--- src/rtl/lsh_pkg.sv ---
// Package with the codes, constants and types of the link set-up handshake unit.
package lsh_pkg;

  localparam logic [7:0] FLAG_BYTE = 8'h7E;
  localparam logic [7:0] ADDR_BYTE = 8'h03;
  localparam logic [7:0] CTRL_SET  = 8'h03;
  localparam logic [7:0] CTRL_UA   = 8'h07;

  localparam logic [1:0] OP_START = 2'd0;
  localparam logic [1:0] OP_BYTE  = 2'd1;
  localparam logic [1:0] OP_TICK  = 2'd2;

  localparam logic [1:0] REG_ROLE     = 2'd0;
  localparam logic [1:0] REG_TIMEOUT  = 2'd1;
  localparam logic [1:0] REG_MAX_TOUT = 2'd2;

  localparam logic [2:0] PH_IDLE      = 3'd0;
  localparam logic [2:0] PH_TX_FLAG   = 3'd1;
  localparam logic [2:0] PH_TX_BODY   = 3'd2;
  localparam logic [2:0] PH_RX_FLAG   = 3'd3;
  localparam logic [2:0] PH_RX_BODY   = 3'd4;
  localparam logic [2:0] PH_DONE_OK   = 3'd5;
  localparam logic [2:0] PH_DONE_FAIL = 3'd6;

  localparam logic [1:0] ST_IDLE   = 2'd0;
  localparam logic [1:0] ST_BUSY   = 2'd1;
  localparam logic [1:0] ST_CONN   = 2'd2;
  localparam logic [1:0] ST_FAILED = 2'd3;

  localparam int unsigned FRAME_LEN = 5;
  localparam int unsigned IDX_W     = $clog2(FRAME_LEN);

  typedef enum logic [1:0] {
    FR_NONE = 2'd0,
    FR_SET  = 2'd1,
    FR_UA   = 2'd2
  } frame_kind_t;

  typedef struct packed {
    frame_kind_t kind;
    logic [7:0]  addr;
    logic [1:0]  status;
  } frame_desc_t;

  function automatic logic [1:0] phase_status(input logic [2:0] ph);
    logic [1:0] st;
    st = ST_BUSY;
    if (ph == PH_IDLE) st = ST_IDLE;
    else if (ph == PH_DONE_OK) st = ST_CONN;
    else if (ph == PH_DONE_FAIL) st = ST_FAILED;
    return st;
  endfunction

endpackage

--- src/rtl/link_setup_handshake_unit.sv ---
// Link set-up handshake unit: SET / UA style exchange on a serial line, byte stream in and out.
//
// The input channel carries one beat per event: in_tuser holds the opcode (start, received
// line byte, timer tick) and in_tdata the received byte. The output channel carries one beat
// per line byte to send: out_tdata holds the byte and the link status after the event,
// out_tuser says whether the byte is to be sent, and out_tlast marks the last beat of an event.
// An event that sends nothing gives one beat with out_tuser low. The configuration channel
// writes role, timeout tick count and timeout limit; the user must do so only while the unit is
// idle, as the unit itself does not enforce it.
// The link state is updated in the cycle an event is accepted; the event's frame descriptor
// goes to a one-entry holding register and then to the serializer register, which drives the
// first output beat. The unit accepts one event per cycle while each event yields a single
// beat and the receiver takes every beat; an event that sends a frame keeps the serializer
// busy for its five beats, which sets the sustained rate. The holding register lets one
// further event be accepted while a frame drains. When the receiver stalls, beats hold and
// the input stalls once the holding register is full. Reset returns the link to idle and loads
// the register defaults (transmitter, three ticks, three timeouts); no clearing pass is needed.
module link_setup_handshake_unit (
  input  logic        clk,
  input  logic        rst_n,
  input  logic        in_tvalid,
  output logic        in_tready,
  input  logic [7:0]  in_tdata,   // [7:0] rx_byte
  input  logic [1:0]  in_tuser,   // [1:0] opcode
  output logic        out_tvalid,
  input  logic        out_tready,
  output logic [15:0] out_tdata,  // [7:0] tx_byte, [9:8] link_status, [15:10] zero
  output logic        out_tuser,  // [0] tx_valid
  output logic        out_tlast,
  input  logic        cfg_valid,
  output logic        cfg_ready,
  input  logic [1:0]  cfg_index,
  input  logic [15:0] cfg_data
);

  logic                   role_r;
  logic [15:0]            tout_ticks_r;
  logic [3:0]             max_tout_r;

  logic [2:0]             phase_r, phase_nxt;
  logic [1:0]             byte_idx_r, byte_idx_nxt;
  logic [7:0]             frame_r [3];
  logic [15:0]            tick_r, tick_nxt;
  logic [3:0]             tout_cnt_r, tout_cnt_nxt;

  lsh_pkg::frame_kind_t   kind_nxt;

  logic                   pend_v_r;
  lsh_pkg::frame_desc_t   pend_r;
  logic                   emit_v_r;
  lsh_pkg::frame_desc_t   emit_r;
  logic [lsh_pkg::IDX_W-1:0] emit_idx_r;

  logic                   in_acc;
  logic                   last_beat;
  logic                   emit_done;
  logic                   load;
  logic [15:0]            tick_inc;
  logic [3:0]             tout_inc;
  logic                   check_ok;
  logic [7:0]             out_byte;

  assign cfg_ready = 1'b1;
  assign in_acc    = in_tvalid && in_tready;

  always_ff @(posedge clk) begin
    if (!rst_n) begin
      role_r       <= 1'b0;
      tout_ticks_r <= 16'd3;
      max_tout_r   <= 4'd3;
    end else if (cfg_valid) begin
      unique case (cfg_index)
        lsh_pkg::REG_ROLE:     role_r       <= cfg_data[0];
        lsh_pkg::REG_TIMEOUT:  tout_ticks_r <= cfg_data;
        lsh_pkg::REG_MAX_TOUT: max_tout_r   <= cfg_data[3:0];
        default: ;
      endcase
    end
  end

  assign tick_inc = tick_r + 16'd1;
  assign tout_inc = tout_cnt_r + 4'd1;
  assign check_ok = frame_r[2] == (frame_r[0] ^ frame_r[1]);

  always_comb begin
    phase_nxt    = phase_r;
    byte_idx_nxt = byte_idx_r;
    tick_nxt     = tick_r;
    tout_cnt_nxt = tout_cnt_r;
    kind_nxt     = lsh_pkg::FR_NONE;
    case (in_tuser)
      lsh_pkg::OP_START: begin
        byte_idx_nxt = 2'd0;
        tick_nxt     = 16'd0;
        tout_cnt_nxt = 4'd0;
        if (!role_r) begin
          phase_nxt = lsh_pkg::PH_TX_FLAG;
          kind_nxt  = lsh_pkg::FR_SET;
        end else begin
          phase_nxt = lsh_pkg::PH_RX_FLAG;
        end
      end
      lsh_pkg::OP_BYTE: begin
        if (phase_r == lsh_pkg::PH_TX_FLAG || phase_r == lsh_pkg::PH_RX_FLAG) begin
          if (in_tdata == lsh_pkg::FLAG_BYTE) begin
            phase_nxt    = (phase_r == lsh_pkg::PH_TX_FLAG) ? lsh_pkg::PH_TX_BODY
                                                             : lsh_pkg::PH_RX_BODY;
            byte_idx_nxt = 2'd0;
          end
        end else if (phase_r == lsh_pkg::PH_TX_BODY || phase_r == lsh_pkg::PH_RX_BODY) begin
          byte_idx_nxt = byte_idx_r + 2'd1;
          if (byte_idx_r == 2'd3) begin
            byte_idx_nxt = 2'd0;
            if (phase_r == lsh_pkg::PH_RX_BODY) begin
              if (check_ok) begin
                phase_nxt = lsh_pkg::PH_DONE_OK;
                kind_nxt  = lsh_pkg::FR_UA;
              end else begin
                phase_nxt = lsh_pkg::PH_RX_FLAG;
              end
            end else if (check_ok) begin
              phase_nxt = (frame_r[1] == lsh_pkg::CTRL_UA) ? lsh_pkg::PH_DONE_OK
                                                           : lsh_pkg::PH_DONE_FAIL;
            end else begin
              phase_nxt = lsh_pkg::PH_TX_FLAG;
              tick_nxt  = 16'd0;
              kind_nxt  = lsh_pkg::FR_SET;
            end
          end
        end
      end
      lsh_pkg::OP_TICK: begin
        if (phase_r == lsh_pkg::PH_TX_FLAG || phase_r == lsh_pkg::PH_TX_BODY) begin
          tick_nxt = tick_inc;
          if (tick_inc >= tout_ticks_r) begin
            tick_nxt     = 16'd0;
            tout_cnt_nxt = tout_inc;
            if (tout_inc >= max_tout_r || tout_inc == 4'd0) begin
              phase_nxt = lsh_pkg::PH_DONE_FAIL;
            end else begin
              phase_nxt    = lsh_pkg::PH_TX_FLAG;
              byte_idx_nxt = 2'd0;
              kind_nxt     = lsh_pkg::FR_SET;
            end
          end
        end
      end
      default: ;
    endcase
  end

  always_ff @(posedge clk) begin
    if (!rst_n) begin
      phase_r    <= lsh_pkg::PH_IDLE;
      byte_idx_r <= 2'd0;
      tick_r     <= 16'd0;
      tout_cnt_r <= 4'd0;
    end else if (in_acc) begin
      phase_r    <= phase_nxt;
      byte_idx_r <= byte_idx_nxt;
      tick_r     <= tick_nxt;
      tout_cnt_r <= tout_cnt_nxt;
    end
  end

  always_ff @(posedge clk) begin
    if (in_acc && in_tuser == lsh_pkg::OP_BYTE && byte_idx_r != 2'd3 &&
        (phase_r == lsh_pkg::PH_TX_BODY || phase_r == lsh_pkg::PH_RX_BODY)) begin
      frame_r[byte_idx_r] <= in_tdata;
    end
  end

  assign last_beat = (emit_r.kind == lsh_pkg::FR_NONE) ||
                     (emit_idx_r == lsh_pkg::IDX_W'(lsh_pkg::FRAME_LEN - 1));
  assign emit_done = emit_v_r && out_tready && last_beat;
  assign load      = pend_v_r && (!emit_v_r || emit_done);
  assign in_tready = !pend_v_r || load;

  always_ff @(posedge clk) begin
    if (!rst_n) begin
      pend_v_r <= 1'b0;
    end else if (in_acc) begin
      pend_v_r <= 1'b1;
    end else if (load) begin
      pend_v_r <= 1'b0;
    end
  end

  always_ff @(posedge clk) begin
    if (in_acc) begin
      pend_r.kind   <= kind_nxt;
      pend_r.addr   <= frame_r[0];
      pend_r.status <= lsh_pkg::phase_status(phase_nxt);
    end
  end

  always_ff @(posedge clk) begin
    if (!rst_n) begin
      emit_v_r   <= 1'b0;
      emit_idx_r <= '0;
    end else if (load) begin
      emit_v_r   <= 1'b1;
      emit_idx_r <= '0;
    end else if (emit_done) begin
      emit_v_r <= 1'b0;
    end else if (emit_v_r && out_tready) begin
      emit_idx_r <= emit_idx_r + 1'b1;
    end
  end

  always_ff @(posedge clk) begin
    if (load) begin
      emit_r <= pend_r;
    end
  end

  always_comb begin
    out_byte = 8'h00;
    if (emit_r.kind != lsh_pkg::FR_NONE) begin
      case (emit_idx_r)
        3'd1:    out_byte = (emit_r.kind == lsh_pkg::FR_SET) ? lsh_pkg::ADDR_BYTE : emit_r.addr;
        3'd2:    out_byte = (emit_r.kind == lsh_pkg::FR_SET) ? lsh_pkg::CTRL_SET
                                                              : lsh_pkg::CTRL_UA;
        3'd3:    out_byte = (emit_r.kind == lsh_pkg::FR_SET) ?
                            (lsh_pkg::ADDR_BYTE ^ lsh_pkg::CTRL_SET) :
                            (emit_r.addr ^ lsh_pkg::CTRL_UA);
        default: out_byte = lsh_pkg::FLAG_BYTE;
      endcase
    end
  end

  assign out_tvalid = emit_v_r;
  assign out_tdata  = {6'd0, emit_r.status, out_byte};
  assign out_tuser  = emit_r.kind != lsh_pkg::FR_NONE;
  assign out_tlast  = last_beat;

  a_status_beat_is_last: assert property (@(posedge clk) disable iff (!rst_n)
    out_tvalid && !out_tuser |-> out_tlast)
    else $error("status-only beat without last");

  a_frame_opens_with_flag: assert property (@(posedge clk) disable iff (!rst_n)
    out_tvalid && out_tuser && emit_idx_r == '0 |-> out_tdata[7:0] == lsh_pkg::FLAG_BYTE)
    else $error("frame does not open with a flag");

  a_idx_in_range: assert property (@(posedge clk) disable iff (!rst_n)
    emit_v_r |-> emit_idx_r <= lsh_pkg::IDX_W'(lsh_pkg::FRAME_LEN - 1))
    else $error("serializer index beyond frame");

  a_idle_counters_clear: assert property (@(posedge clk) disable iff (!rst_n)
    phase_r == lsh_pkg::PH_IDLE |-> tick_r == 16'd0 && tout_cnt_r == 4'd0)
    else $error("counters running while idle");

  a_no_accept_when_full: assert property (@(posedge clk) disable iff (!rst_n)
    in_acc && pend_v_r |=> pend_v_r && emit_v_r)
    else $error("holding register lost a descriptor");

endmodule
--- config.mk ---
export PLATFORM = sky130hd
export DESIGN_NAME = link_setup_handshake_unit
export DESIGN_NICKNAME = d
export VERILOG_FILES = /design/src/rtl/lsh_pkg.sv /design/src/rtl/link_setup_handshake_unit.sv
export SDC_FILE = /design/constraint.sdc
export NUM_CORES = 1
export LEC_CHECK = 0
export BUFFER_PORTS_ARGS = -buffer_cell sky130_fd_sc_hd__buf_2
export CAP_MARGIN = 20
export CORE_MARGIN = 8
export CORE_UTILIZATION = 35
export CTS_CLUSTER_SIZE = 30
export DETAILED_ROUTE_END_ITERATION = 6
export PLACE_DENSITY = 0.62
export SETUP_SLACK_MARGIN = 0.4
export SYNTH_ARGS = -nofsm -noshare
export SYNTH_HDL_FRONTEND = slang
export SYNTH_SLANG_ARGS = --single-unit
--- constraint.sdc ---
create_clock -name clk -period 7.61 [get_ports clk]
set_input_delay 1.522 -clock clk [delete_from_list [all_inputs] [get_ports clk]]
set_output_delay 1.522 -clock clk [all_outputs]
set_load 0.01 [all_outputs]
After elaboration in Yosys (flattened, before gate mapping):

Memory sizes are Yosys's and may differ from the RTL's.
Cells that the tools add are included.

* mux-type cells: 57
* bitwise gates (word level): 4
* add/subtract/negate cells: 4
* order comparisons: 2
* reduce and logical (&&, ||, !) cells: 35
* eq/ne operators: 30

Operator list (number)
* 2-to-1 mux 16 bit: 7
* case mux 16 bit (3 select lines): 1
* 2-to-1 mux 3 bit: 12
* 2-to-1 mux 2 bit: 16
* 2-to-1 mux 8 bit: 3
* case mux 8 bit (3 select lines): 1
* adder 16 x 1 -> 16 bit, second input constant: 1
* greater-or-equal comparator 16 bit: 1
* inequality test 2 bit, second input constant: 8
* == test 3 x 2 -> 1 bit, second input constant: 4
* == test 3 bit, second input constant: 4
* case mux 2 bit (3 select lines): 2
* 2-to-1 mux 1 bit: 11
* case mux 3 bit (3 select lines): 1
* == test 8 x 3 -> 1 bit, second input constant: 1
* == test 8 x 7 -> 1 bit, second input constant: 1
* == test 8 bit: 1
* 2-to-1 mux 4 bit: 2
* case mux 4 bit (2 select lines): 1
* AND reduction 2 bit: 4
* AND reduction 8 bit: 1
* nonzero test 2 bit: 4
* bitwise XOR 8 bit: 1
* logical AND 1 bit: 7
* 21 further kinds: 37

* word-level logic and storage cells: 150
* memories kept: 1
* RAM bits: 24
* bits in registers: 75
* output and inout bits: 21

Memory list
* frame_r: words 3, width 8, read ports 3, clocked after Yosys merged registers in 0, write ports 1, line link_setup_handshake_unit.sv:42 `logic [7:0] frame_r [3];`

Longest topological paths before layout:

Gate-level depths: netlist (run 1).

* depth after elaboration: 12
* depth in mapped cells: 17
* gate-level depth less buffers: 16

Least setup slack after synthesis (run 1):

Ideal clock, no wire load.

* path type: register to register
* start point: reg tick_r[2]
* end point: reg tout_cnt_r[3]
* clock period less this slack: 3.811 ns
* arrival: 3.741 ns
* data required time: 7.540 ns
* setup slack: 3.799 ns
* buffers on the path: 0
* cell stages (with the launch flop): 16
* path through: dfxtp_1 > nand3_1 > nor4_1 > and3_1 > and3_1 > and3_1 > xor2_1 > ha_1 > nand4_1 > nor2_1 > o2111ai_1 > o211ai_1 > and2_1 > o211ai_1 > or3b_2 > a21oi_1

* word-level cells in the longest chain between the ends: 4

RTL lines
* start, declared: line link_setup_handshake_unit.sv:43 `logic [15:0] tick_r, tick_nxt;`
* start signal, assigned: line link_setup_handshake_unit.sv:161 `tick_r <= tick_nxt;`
* adder 16 x 1 -> 16 bit: line link_setup_handshake_unit.sv:81 `assign tick_inc = tick_r + 16'd1;`
* greater-or-equal comparator 16 bit: line link_setup_handshake_unit.sv:135 `if (tick_inc >= tout_ticks_r) begin`
* inequality test 2 bit (no line)
* AND reduction 4 bit (no line)
* end signal, assigned: line link_setup_handshake_unit.sv:162 `tout_cnt_r <= tout_cnt_nxt;`
* end, declared: line link_setup_handshake_unit.sv:44 `logic [3:0] tout_cnt_r, tout_cnt_nxt;`

No other way between the ends.
A chain may end at the register's enable or synchronous reset.

Worst setup path in the final report (run 1):

* start point: reg tick_r[2]
* end point: reg tick_r[10]

* word-level cells in the longest chain between the ends: 5

RTL lines
* adder 16 x 1 -> 16 bit (*): line link_setup_handshake_unit.sv:81
* greater-or-equal comparator 16 bit: line link_setup_handshake_unit.sv:135
* 2-to-1 mux 16 bit (*): line link_setup_handshake_unit.sv:135
* 2-to-1 mux 16 bit (*): line link_setup_handshake_unit.sv:133 `if (phase_r == lsh_pkg::PH_TX_FLAG || phase_r == lsh_pkg::PH_TX_BODY) begin`
* case mux 16 bit (3 select lines) (*): line link_setup_handshake_unit.sv:91 `case (in_tuser)`

Every way passes the cells marked *; elsewhere a longest branch is shown, timed or not. The select of a mux whose other input is x is not followed.

==> impl_results.rst, run 1 <==
.. list-table::
   :header-rows: 1

   * - Metric
     - Value
   * - Max H-tree Level
     - 3
   * - HPWL after DPL
     - just under 8000 um
   * - Arrival time at the worst endpoint
     - 4.76 ns
   * - Number of synthesized register bits
     - 99
   * - Final number of setup-violating endpoints
     - 0
   * - Row cnt
     - 44
   * - Max Freq
     - 222.7 MHz
   * - Number of clock buffers inserted by TritonCTS
     - 9
   * - Layout overhead on the synthesized area
     - 12.27%
   * - Die span in x
     - ~140 um
   * - Post-route minimum period
     - between 4 and 5 ns
   * - Clock skew
     - 0.007895 ns
   * - Maximum number of pins on one net before global-route repair
     - 42
   * - Detailed router's first-iteration violation count
     - 247
   * - Proportion of netlist area held by the largest area contributor
     - between 20% and 30%
   * - Minimum setup slack among reg-to-reg paths
     - roughly 3.1 ns
   * - Warning count from the yosys run
     - 0
   * - Crit-path max FO
     - 12
   * - Run status
     - finished, final reports clean
   * - Total wire length
     - 10,290 um
   * - Number of global-route vias before repair
     - 3,641
   * - CTS tree
     - yes
   * - Share of the core filled with cells in the final layout
     - 39.93%
   * - Input/output buffers
     - 46
   * - GRT Resource Usage Total
     - 11.09%
   * - Clock slew seen by the registers of the worst setup and hold paths
     - ~0.060 ns
   * - Max-cap violations
     - 0
   * - Area used by multi-input combinational logic
     - 2440 um2
   * - Core outline area
     - 14,480 um2
   * - Post-detailed-route count of antenna-violating nets
     - 0
   * - Setup Total Neg Slack
     - 0 ns
   * - Share of the clock period used by the worst path after layout
     - approximately three fifths
   * - Starting density of the core
     - 35.57%
   * - Required time of the worst setup path
     - 7.88 ns
   * - IO Pins
     - 54
   * - Type of the worst setup path
     - reg -> reg
   * - Most frequently used cell type in the post-synthesis netlist
     - sky130_fd_sc_hd__nand2_1
   * - Postcts setup bufs
     - 0
   * - Most instantiated cells after synthesis
     - sky130_fd_sc_hd__nand2_1, sky130_fd_sc_hd__dfxtp_1, sky130_fd_sc_hd__a21oi_1, sky130_fd_sc_hd__edfxtp_1, sky130_fd_sc_hd__inv_1
   * - Async set-or-reset flop fraction in the synthesized netlist
     - 0%
   * - Number of library cell types mapped by synthesis
     - 56
   * - Power per cell area
     - 188.4 nW/um2
   * - Area after DPL
     - 5502 um2
   * - Maximum clock insertion buffer count
     - 2
   * - Sequential cell area fraction in the yosys report
     - 47.81%
   * - Peak supply drop
     - 0.00009329 V
   * - Sort of element at the end of the critical path
     - flop
   * - Max Slew Vio Count
     - 0
   * - Global placement routability congestion
     - 0.8725
   * - Die height
     - between 100 and 150 um
   * - Routed via count
     - 3,809
   * - Remaining Overflow, GRT
     - 0
   * - Resized Gates After CTS
     - 0
   * - Final routed wire length divided by cell count
     - approximately 14 um
   * - Slew at the pin closest to its max-slew limit
     - 0.9958 ns
   * - Number of remaining DRC errors
     - 0
   * - Diodes inserted
     - 0
   * - Overall die area
     - 18,850 um2
   * - Crit start category
     - flop
   * - Count of flip-flops with a built-in enable after synthesis
     - 48
   * - Dominant cells by area after synthesis
     - sky130_fd_sc_hd__edfxtp_1, sky130_fd_sc_hd__dfxtp_1, sky130_fd_sc_hd__ha_1
   * - Routed via count divided by cell count
     - 5.012
   * - Most common flop cell mapped by yosys
     - sky130_fd_sc_hd__dfxtp_1
   * - Global-route wire length before repair
     - 16,840 um
   * - Static power due to leakage
     - 2.238 nW
   * - Antenna violations before repair
     - 0
   * - Area taken by flip-flops and latches
     - 2462 um2
   * - Share of post-route cells with drive strength above 1
     - 11.81%
   * - Final standard cell area without fillers
     - 5782 um2
   * - Skew-Pair Late Insertion Delay
     - around 0.34 ns
   * - Drt first pass iters
     - 4
   * - Setup repair after global routing missed its margin
     - no
   * - Hold Path Class
     - reg -> reg
   * - Fill count
     - 1,389
   * - Total standard cell area after synthesis
     - 5150 um2
   * - Cells after Synth
     - 533
   * - Number of hold-slack violations in the final timing report
     - 0
   * - Worst relative slew slack
     - 33.61%
   * - Final layout net count
     - 635
   * - Area leader, netlist
     - sky130_fd_sc_hd__edfxtp_1
   * - Clk root buf
     - sky130_fd_sc_hd__clkbuf_16
   * - Worst Hold Slack
     - 0.4211 ns
   * - Total clock sinks
     - between 90 and 100
   * - Hold-fix buffers at CTS
     - 0
   * - Mean cell area of the mapped netlist
     - 9.662 um2
[where the power goes]
part / internal (mW) / switching, mW
sequential: 0.573 / 0.00935
combinational: 0.0341 / 0.0566
clock: 0.229 / 0.188
[worst paths after layout]
check | startpoint | endpoint | cells after the start
setup / recovery | tick_r[2]$_SDFFE_PN0P_ | tick_r[10]$_SDFFE_PN0P_ | 15
hold / removal | pend_r[7]$_DFFE_PP_ | emit_r[7]$_DFFE_PP_ | 0
setup reg to reg | tick_r[2]$_SDFFE_PN0P_ | tick_r[10]$_SDFFE_PN0P_ | 15
hold reg to reg | pend_r[7]$_DFFE_PP_ | emit_r[7]$_DFFE_PP_ | 0
[area by class of cell]
class / count / area share [%]
Clock inverter: 5 / 0.5194
Sequential cell: 99 / 42.59
Clock buffer: 11 / 4.198
Inverter: 35 / 2.272
Timing Repair Buffer: 48 / 4.241
Tap cell: 184 / 3.982
Multi-Input combinational cell: 378 / 42.20
[registers in the layout, summed over array words and instances, names as in the netlist, 3 cells and up]
signal	cells
tout_cnt_r	4
pend_r	12
emit_r	10
tick_r	16
tout_ticks_r	16
frame_r	24
phase_r	3
emit_idx_r	3
max_tout_r	4
[metrics by stage]
step	std cells	total power, mW	setup WS, ns
floorplan	538	0.6558	3.799
global placement	743	0.6810	3.261
detailed placement	743	0.6840	3.111
CTS	759	1.103	3.090
global route	760	1.135	2.534
finish	760	1.089	3.119
[cells by family after synthesis]
family,after synthesis,share of synthesized area (%)
other,2,0.1458
buffers and inverters,61,5.175
AND/OR/NAND/NOR,186,17.18
multiplexers,7,1.361
AO/OA/AOI/OAI,119,14.43
XOR/XNOR,28,6.365
adder cells (fa/ha/maj),31,7.532
flip-flops,99,47.81
[placed cells by master (no fill, tap or decap), drive strengths merged, types with 5 or more instances in the layout]
cell type  instances
nand2             82
dfxtp             51
a21oi             50
edfxtp            48
buf               48
inv               35
nor2              31
ha                31
o21ai             25
nand3             12
xor2              12
nand3b            11
a211oi            11
clkbuf            11
nor3              10
xnor2             10
nand2b             7
mux2i              7
conb               7
a21o               7
and3               6
xnor3              6
and2               5
[routing by layer]
| layer | GRT usage (%) | vias to the layer above | routed length, um |
|---|---|---|---|
| met5 | 0 | - | 0 |
| met4 | 5.613 | 0 | 214 |
| met3 | 2.152 | 18 | 455 |
| met2 | 19.35 | 71 | 5180 |
| met1 | 12.66 | 1784 | 4444 |
| li1 | - | 1936 | - |
[worst max-delay path, stage by stage, from the launching register on]
cell and delay, ns:
sky130_fd_sc_hd__dfxtp_1 0.41, sky130_fd_sc_hd__nand3_1 0.22, sky130_fd_sc_hd__nor4_1 0.58, sky130_fd_sc_hd__and3_1 0.33, sky130_fd_sc_hd__and3_1 0.25, sky130_fd_sc_hd__and3_1 0.23, sky130_fd_sc_hd__xor2_1 0.17, sky130_fd_sc_hd__ha_1 0.26
sky130_fd_sc_hd__nand4_1 0.13, sky130_fd_sc_hd__nor3_1 0.07, sky130_fd_sc_hd__nor3_1 0.15, sky130_fd_sc_hd__o211ai_1 0.26, sky130_fd_sc_hd__or2_1 0.43, sky130_fd_sc_hd__nor2_1 0.63, sky130_fd_sc_hd__nand3b_1 0.15, sky130_fd_sc_hd__a21oi_1 0.16
Note: power is estimated with default switching activity, not from simulation.
==> run 2: changes to the inputs <==
--- a/config.mk
+++ b/config.mk
@@ -11,7 +11,7 @@
 export CORE_UTILIZATION = 35
 export CTS_CLUSTER_SIZE = 30
 export DETAILED_ROUTE_END_ITERATION = 6
-export PLACE_DENSITY = 0.62
+export PLACE_DENSITY = 0.64
 export SETUP_SLACK_MARGIN = 0.4
 export SYNTH_ARGS = -nofsm -noshare
 export SYNTH_HDL_FRONTEND = slang
==> constraint.sdc (replaced) <==
create_clock -name clk -period 3.7 [get_ports clk]
set_input_delay 0.74 -clock clk [delete_from_list [all_inputs] [get_ports clk]]
set_output_delay 0.74 -clock clk [all_outputs]
set_load 0.01 [all_outputs]
==> run 2 against run 1 <==
  * Combinational power up 140%
  * Clock-buffer cell count is 1 higher
  * Non-clock buffer count up 27
  * Maximum frequency grew 32%
  * Setup slack got worse by 2.8 ns
  * Cell count up 3.6%
  * Register-to-register slack worse by 2.8 ns
  * Via count rose by 5.5%
  * Cell area is 8.8% higher
  * Power up 110%
  * Die area stayed put
==> impl_results.rst, run 2 (synthesis results as in run 1) <==
.. list-table::
   :header-rows: 1

   * - Metric
     - Value
   * - Core outline area
     - 14,480 um2 (unchanged)
   * - Die height
     - 137.3 um (unchanged)
   * - Gate family responsible for the most delay along the worst path
     - simple AND/OR/NAND/NOR gates
   * - Register with the highest flop count
     - frame_r
   * - Final routed wire length divided by cell count
     - 14.57 um (+7.6%)
   * - Global placement routability congestion
     - 0.8719 (about the same)
   * - Clk root buf
     - sky130_fd_sc_hd__clkbuf_16
   * - Commonest cells after routing, fill and taps aside
     - sky130_fd_sc_hd__nand2_1, sky130_fd_sc_hd__edfxtp_1, sky130_fd_sc_hd__buf_2
   * - Share of post-route cells with drive strength above 1
     - 23.05% (+11 points)
   * - Number of remaining DRC errors
     - 0 (unchanged)
   * - Internal power
     - 1.770 mW (+110%)
   * - Number of global-route vias before repair
     - 3,926 (+7.8%)
   * - Starting density of the core
     - 35.57% (unchanged)
   * - Switching power share of the total
     - 23.68% (+0.37 points)
   * - Post-detailed-route count of antenna-violating nets
     - 0 (unchanged)
   * - Most frequent standard cell in the layout excluding fill and tap cells
     - sky130_fd_sc_hd__nand2_1
   * - Maximum number of pins on one net before global-route repair
     - 40 (-4.8%)
   * - Final number of setup-violating endpoints
     - 0 (unchanged)
   * - Skew-Pair Late Insertion Delay
     - 0.35 ns (about the same)
   * - Power per cell area
     - 368.6 nW/um2 (+96%)
   * - Max-cap violations
     - 0 (unchanged)
   * - Ordered cell list for the critical path
     - nand3_4 -> nor4_4 -> and3_4 -> and3_4 -> and3_4 -> xor2_1 -> ha_1 -> nand4_1 -> nor2_1 -> o2111ai_1 -> o211ai_1 -> and2_4 -> o211ai_1 -> buf_4 -> or3b_4 -> a21oi_2
   * - Input/output buffers
     - 46 (unchanged)
   * - Antenna violations before repair
     - 0 (unchanged)
   * - Max Freq
     - 293.0 MHz (+32%)
   * - Maximum clock insertion buffer count
     - 2 (unchanged)
   * - Row cnt
     - 44 (unchanged)
   * - Arrival time at the worst endpoint
     - 3.70 ns (-1.06 ns)
   * - Hold Path Class
     - reg -> reg
   * - Reg power frac
     - 51.4% (-2.0 points)
   * - IO Pins
     - 54 (unchanged)
   * - Total power
     - 2.319 mW (+110%)
   * - Static power due to leakage
     - 2.477 nW (+11%)
   * - CTS tree
     - yes
   * - Slew at the pin closest to its max-slew limit
     - 0.6070 ns (-0.3888 ns)
   * - Comb pwr share
     - 9.2% (+0.9 points)
   * - Leading registers by flop count
     - frame_r x24, tick_r x16, tout_ticks_r x16
   * - Max H-tree Level
     - 3 (unchanged)
   * - Global-route wire length before repair
     - 18,590 um (+10%)
   * - Number of buffer and inverter instances along the worst setup path
     - 1 (+1)
   * - Clock skew
     - 0.006178 ns (-0.001717 ns)
   * - Clock slew seen by the registers of the worst setup and hold paths
     - 0.07 ns (about the same)
   * - Drt first pass iters
     - 4 (unchanged)
   * - Layout overhead on the synthesized area
     - 22.18%
   * - Setup Total Neg Slack
     - 0 ns (unchanged)
   * - Crit-path max FO
     - 4 (-8)
   * - Detailed router's first-iteration violation count
     - 169 (-32%)
   * - Routed via count
     - 4,020 (+5.5%)
   * - Number of clock buffers inserted by TritonCTS
     - 9 (unchanged)
   * - Max Slew Vio Count
     - 0 (unchanged)
   * - Final layout net count
     - 662 (+4.3%)
   * - Number of hold-slack violations in the final timing report
     - 0 (unchanged)
   * - Setup repair after global routing missed its margin
     - yes
   * - Flip-flop count of the largest register, all copies and words added
     - 24 (unchanged)
   * - Worst relative slew slack
     - 59.41% (+26 points)
   * - Remaining Overflow, GRT
     - 0 (unchanged)
   * - Post-route minimum period
     - 3.412 ns (-1.078 ns)
   * - Share of the clock period used by the worst path after layout
     - 92.23% (+33 points)
   * - CP most frequent cell
     - sky130_fd_sc_hd__and3_4
   * - Routed via count divided by cell count
     - 5.108 (+1.9%)
   * - Peak supply drop
     - 0.0002431 V (+160%)
   * - Crit start category
     - flop
   * - Share of the core filled with cells in the final layout
     - 43.46% (+3.5 points)
   * - Net Sw Power
     - 0.5492 mW (+120%)
   * - GRT Resource Usage Total
     - 12.38% (+1.3 points)
   * - Worst Hold Slack
     - 0.4185 ns (-0.002624 ns)
   * - Cell with the largest stage delay on the worst path
     - sky130_fd_sc_hd__dfxtp_4
   * - Die span in x
     - 137.3 um (unchanged)
   * - Max incr delay on CP
     - 0.36 ns (-0.27 ns)
   * - Run status
     - finished, final reports clean
   * - Sort of element at the end of the critical path
     - flop
   * - HPWL after DPL
     - 8122 um (+4.6%)
   * - Overall die area
     - 18,850 um2 (unchanged)
   * - Total wire length
     - 11,470 um (+11%)
   * - Diodes inserted
     - 0 (unchanged)
   * - Portion of total power attributed to the clock network
     - 39.4% (+1.1 points)
   * - Type of the worst setup path
     - reg -> reg
   * - Total clock sinks
     - 99 (unchanged)
   * - Required time of the worst setup path
     - 3.98 ns (-3.90 ns)
==> run 2: power groups by stage <==
| stage | logic [mW] | registers, mW | clock network (mW) |
|---|---|---|---|
| after global placement | 0.186 | 1.22 | 0 |
| after global routing | 0.238 | 1.19 | 0.977 |
| after floorplan | 0.139 | 1.21 | 0 |
| after CTS | 0.201 | 1.19 | 0.930 |
| final | 0.214 | 1.19 | 0.913 |
| after detailed placement | 0.190 | 1.22 | 0 |
==> run 2: metrics by stage <==
stage               instance area [um2]  setup slack, ns  std cells
finish                             6292           0.2876        787
detailed placement                 5630           0.1362        748
floorplan                          5260           0.2651        538
global placement                   5630           0.2180        748
global route                       6292          0.08617        787
CTS                                6143           0.2883        782
==> run 2: worst paths after layout <==
kind,from,to,slack (ns),cells after the start
max,tick_r[4]$_SDFFE_PN0P_,tout_cnt_r[3]$_SDFFE_PN0P_,0.29,16
min,pend_r[5]$_DFFE_PP_,emit_r[5]$_DFFE_PP_,0.42,0
max reg2reg,tick_r[4]$_SDFFE_PN0P_,tout_cnt_r[3]$_SDFFE_PN0P_,0.29,16
min reg2reg,pend_r[5]$_DFFE_PP_,emit_r[5]$_DFFE_PP_,0.42,0
==> run 2: repair_timing <==
action	CTS	global route
setup buffers	17	3
setup endpoints to repair	25	28
hold buffers	0	0
gates resized for setup	22	31
pin swaps	21	28
gates cloned	1	1
==> run 2: metal layers <==
layer  global-route usage (%)  vias to the layer above  share of wire [%]
met4                    4.345                        0                1.5
met2                    22.12                       71                 52
met3                    3.173                       13                4.7
met5                        0                        -                  0
met1                    13.96                     1945                 42
li1                         -                     1991                  -
==> run 2: cell type report <==
cell class	instances	area, um2
Tap cell	184	230.2
Multi-Input combinational cell	378	2649
Sequential cell	99	2491
Fill cell	1363	8187
Inverter	35	131.4
Timing Repair Buffer	75	500.5
Clock inverter	4	22.52
Clock buffer	12	267.8
==> run 3: changes to the inputs <==
--- a/config.mk
+++ b/config.mk
@@ -5,6 +5,7 @@
 export SDC_FILE = /design/constraint.sdc
 export NUM_CORES = 1
 export LEC_CHECK = 0
+export ABC_AREA = 1
 export BUFFER_PORTS_ARGS = -buffer_cell sky130_fd_sc_hd__buf_2
 export CAP_MARGIN = 20
 export CORE_MARGIN = 8
==> run 3 against run 2 <==
  * Synthesized cell count grew 23%
  * Register-to-register slack gained 0.34 ns
  * Clock power grew 2%
  * Die area grew 4.8%
  * Non-clock buffer count shrank 18
  * Sequential share of layout area shrank 0.59 points
  * Clock skew grew 0.0078 ns
  * Critical path depth grew 3
  * Critical endpoint is now pend_r[0]$_SDFFCE_PP0P_
  * Largest cell class unchanged
==> impl_results.rst, run 3 <==
.. list-table::
   :header-rows: 1

   * - Metric
     - Value
   * - Amount of wire on met2 after detailed routing
     - 5271 um (-11%)
   * - Skew-Pair Late Insertion Delay
     - 0.36 ns (about the same)
   * - Total power
     - 2.357 mW (+1.6%)
   * - Cell with the largest stage delay on the worst path
     - sky130_fd_sc_hd__dfxtp_4
   * - Maximum clock insertion buffer count
     - 2 (unchanged)
   * - Total wire length
     - 11,240 um (-2.0%)
   * - Most frequent standard cell in the layout excluding fill and tap cells
     - sky130_fd_sc_hd__nand2_1
   * - Most common flop cell mapped by yosys
     - sky130_fd_sc_hd__dfxtp_1
   * - Highest routed metal layer
     - met5
   * - Routed length on met1
     - 5328 um (+11%)
   * - HPWL after DPL
     - 8236 um (+1.4%)
   * - Proportion of netlist area held by the largest area contributor
     - 26.54% (-1.5 points)
   * - Number of library cell types mapped by synthesis
     - 41 (-27%)
   * - Flip-flop count of the largest register, all copies and words added
     - 24 (unchanged)
   * - Detailed router's first-iteration violation count
     - 191 (+13%)
   * - Number of clock buffers inserted by TritonCTS
     - 9 (unchanged)
   * - CTS tree
     - yes
   * - Core outline area
     - 15,200 um2 (+5.0%)
   * - Commonest cells after routing, fill and taps aside
     - sky130_fd_sc_hd__nand2_1, sky130_fd_sc_hd__inv_1, sky130_fd_sc_hd__edfxtp_1
   * - CP most frequent cell
     - sky130_fd_sc_hd__nand3_2
   * - Area taken by flip-flops and latches
     - 2475 um2 (-0.65%)
   * - Global-route wire length before repair
     - 18,290 um (-1.6%)
   * - Area used by multi-input combinational logic
     - 2575 um2 (-2.8%)
   * - Leading registers by flop count
     - frame_r x24, tick_r x16, tout_ticks_r x16
   * - IO Pins
     - 54 (unchanged)
   * - Static power due to leakage
     - 2.877 nW (+16%)
   * - Drt first pass iters
     - 4 (unchanged)
   * - Sequential cell area fraction in the yosys report
     - 45.34% (-2.5 points)
   * - GRT Resource Usage Total
     - 11.52% (-0.86 points)
   * - Global placement routability congestion
     - 0.8443 (-3.2%)
   * - Cell count of the worst hold path
     - 0 (unchanged)
   * - Type of the worst setup path
     - reg -> reg
   * - Arrival time at the worst endpoint
     - 3.18 ns (-0.52 ns)
   * - Post-route minimum period
     - 3.073 ns (-0.3393 ns)
   * - Row cnt
     - 45 (+2.3%)
   * - Max-cap violations
     - 0 (unchanged)
   * - Number of global-route vias before repair
     - 3,847 (-2.0%)
   * - Register with the highest flop count
     - frame_r
   * - Cells after Synth
     - 655 (+23%)
   * - Final number of setup-violating endpoints
     - 0 (unchanged)
   * - Share of post-route cells with drive strength above 1
     - 21.01% (-2.0 points)
   * - Area leader, netlist
     - sky130_fd_sc_hd__edfxtp_1
   * - Clk root buf
     - sky130_fd_sc_hd__clkbuf_16
   * - Setup Total Neg Slack
     - 0 ns (unchanged)
   * - Starting density of the core
     - 35.73% (+0.16 points)
   * - Routed wl met3
     - 516 um (-5.0%)
   * - Layout overhead on the synthesized area
     - 16.84%
   * - Share of the core filled with cells in the final layout
     - 41.74% (-1.7 points)
   * - Sort of element at the end of the critical path
     - flop
   * - Crit start category
     - flop
   * - Ordered cell list for the critical path
     - nand3_4 -> nor3_4 -> nand3_2 -> nor3_4 -> nand3_2 -> nor2_2 -> nand2_1 -> xnor2_2 -> ha_4 -> a21oi_2 -> o21ai_1 -> a21oi_2 -> nand3_2 -> nand3_2 -> nand3_2 -> nand3_4 -> inv_1 -> nand2_1 -> nand3_1
   * - Max Freq
     - 325.4 MHz (+11%)
   * - Worst Hold End
     - emit_r[9]$_DFFE_PP_
   * - Post-detailed-route count of antenna-violating nets
     - 0 (unchanged)
   * - Die span in x
     - 140.6 um (+2.4%)
   * - Share of the clock period used by the worst path after layout
     - 83.06% (-9.2 points)
   * - Total standard cell area after synthesis
     - 5431 um2 (+5.5%)
   * - Hold Path Class
     - reg -> reg
   * - Number of hold-slack violations in the final timing report
     - 0 (unchanged)
   * - Critical R2R Capture
     - pend_r[0]$_SDFFCE_PP0P_
   * - Slew at the pin closest to its max-slew limit
     - 1.018 ns (+0.4109 ns)
   * - Final layout net count
     - 773 (+17%)
   * - Most instantiated cells after synthesis
     - sky130_fd_sc_hd__nand2_1, sky130_fd_sc_hd__inv_1, sky130_fd_sc_hd__dfxtp_1, sky130_fd_sc_hd__a21oi_1, sky130_fd_sc_hd__edfxtp_1
   * - Reg-to-Reg Start
     - tick_r[0]$_SDFFE_PN0P_
   * - Remaining Overflow, GRT
     - 0 (unchanged)
   * - Number of cells on the worst reg-to-reg path
     - 19 (+3)
   * - Required time of the worst setup path
     - 3.80 ns (-0.18 ns)
   * - Diodes inserted
     - 0 (unchanged)
   * - Max Slew Vio Count
     - 0 (unchanged)
   * - Power per cell area
     - 371.4 nW/um2 (+0.75%)
   * - Total clock sinks
     - 99 (unchanged)
   * - Overall die area
     - 19,760 um2 (+4.8%)
   * - Worst relative slew slack
     - 32.07% (-27 points)
   * - Dominant cells by area after synthesis
     - sky130_fd_sc_hd__edfxtp_1, sky130_fd_sc_hd__dfxtp_1, sky130_fd_sc_hd__nand2_1
   * - Final routed wire length divided by cell count
     - 12.46 um (-14%)
   * - Number of synthesized register bits
     - 99 (unchanged)
   * - Number of remaining DRC errors
     - 0 (unchanged)
   * - Most frequently used cell type in the post-synthesis netlist
     - sky130_fd_sc_hd__nand2_1
   * - Run status
     - finished, final reports clean
   * - Max incr delay on CP
     - 0.39 ns (+0.03 ns)
   * - Crit-path max FO
     - 5 (+1)
   * - Warning count from the yosys run
     - 0 (unchanged)
   * - Clock skew
     - 0.01395 ns (+0.007770 ns)
   * - Minimum setup slack among reg-to-reg paths
     - 0.63 ns (+0.34 ns)
   * - Count of flip-flops with a built-in enable after synthesis
     - 48 (unchanged)
   * - Start point of the worst min-delay path
     - pend_r[9]$_DFFE_PP_
   * - Routed via count divided by cell count
     - 4.662 (-8.7%)
   * - Max H-tree Level
     - 3 (unchanged)
   * - Antenna violations before repair
     - 1 (+1)
   * - Die height
     - 140.6 um (+2.4%)
   * - Maximum number of pins on one net before global-route repair
     - 30 (-25%)
   * - Peak supply drop
     - 0.0002326 V (-4.3%)
   * - Clock slew seen by the registers of the worst setup and hold paths
     - 0.07 ns (about the same)
   * - Mean cell area of the mapped netlist
     - 8.292 um2 (-14%)
   * - Input/output buffers
     - 46 (unchanged)
   * - Routed via count
     - 4,205 (+4.6%)
   * - Setup repair after global routing missed its margin
     - yes
   * - Async set-or-reset flop fraction in the synthesized netlist
     - 0% (unchanged)
   * - Fill count
     - 1,493 (+9.5%)
-- run 3: cell count changes after synthesis, sizes merged, moves of 7 or more --
cell,before,now
a21o,7,0
clkbuf,14,7
nand2,82,161
xnor2,10,3
o21ai,25,38
inv,34,116
nand3,12,35
mux2i,7,0
a21oi,50,58
a211oi,11,0
-- run 3: worst max path at each step --
stage,startpoint,endpoint,cells after the start
6_report,tick_r[0]$_SDFFE_PN0P_,pend_r[0]$_SDFFCE_PP0P_,19
5_1_grt,tick_r[0]$_SDFFE_PN0P_,pend_r[0]$_SDFFCE_PP0P_,21
4_1_cts,tick_r[1]$_SDFFE_PN0P_,pend_r[1]$_SDFFCE_PN0P_,21
3_5_place_dp,tick_r[0]$_SDFFE_PN0P_,pend_r[1]$_SDFFCE_PN0P_,21
3_3_place_gp,tick_r[0]$_SDFFE_PN0P_,pend_r[0]$_SDFFCE_PP0P_,21
2_1_floorplan,tick_r[0]$_SDFFE_PN0P_,pend_r[0]$_SDFFCE_PP0P_,21
-- run 3: where the power goes --
part	total, mW	internal (mW)	switching [mW]
Sequential	1.20	1.18	0.0172
Clock	0.928	0.479	0.449
Combinational	0.230	0.0781	0.152
Total	2.36	1.74	0.618
-- run 3: worst max-delay path: cells and delay by family (launching register included) --
family                     cells  cell delay [ns]
AOI/OAI and AO/OA              3             0.37
adders and majority gates      1             0.24
xor gates and xnor gates       1             0.20
DFF                            1             0.39
buffers and inverters          1             0.04
and+or+nand+nor               13             1.59
-- run 3: metrics by stage --
stage | setup WS [ns] | instance area (um2) | hold WS, ns | std cells
after global placement | 0.4383 | 5791 | 0.4030 | 875
after global routing | 0.3223 | 6346 | 0.4256 | 902
after floorplan | 0.6771 | 5450 | 0.4003 | 660
after detailed placement | 0.3280 | 5791 | 0.4045 | 875
after CTS | 0.4463 | 6126 | 0.4208 | 894
final | 0.6269 | 6346 | 0.4188 | 902
-- run 3: routing by layer --
layer	track usage [%]	vias to the layer above
met5	0	-
met4	4.412	2
met3	3.714	7
met2	18.62	57
met1	14.06	1915
li1	-	2224
-- run 3: cell families (layout without fill, tap and decap cells) --
logic type,Yosys count,in the layout,share of synthesized area (%)
compound gates,109,109,11.54
other cells,2,7,0.1383
fa+ha+maj,31,31,7.141
simple gates,263,263,22.76
xor+xnor,16,16,2.718
flops,99,99,45.34
buf+inv,135,189,10.37
-- run 3: repair_timing --
action | 4_1_cts | 5_1_grt
pin swaps | 1 | 14
hold buffers | 0 | 0
endpoints found under the hold margin | 0 | 0
setup buffers | 3 | 8
endpoints found under the setup margin | 5 | 28
resized for setup | 2 | 40
-- run 3: cell type report --
class | instances | area share (%)
Multi-Input combinational cell | 426 | 40.58
Sequential cell | 99 | 39.00
Inverter | 116 | 6.901
Timing Repair Buffer | 57 | 5.185
Tap cell | 188 | 3.707
Clock buffer | 9 | 3.549
Clock inverter | 7 | 1.084
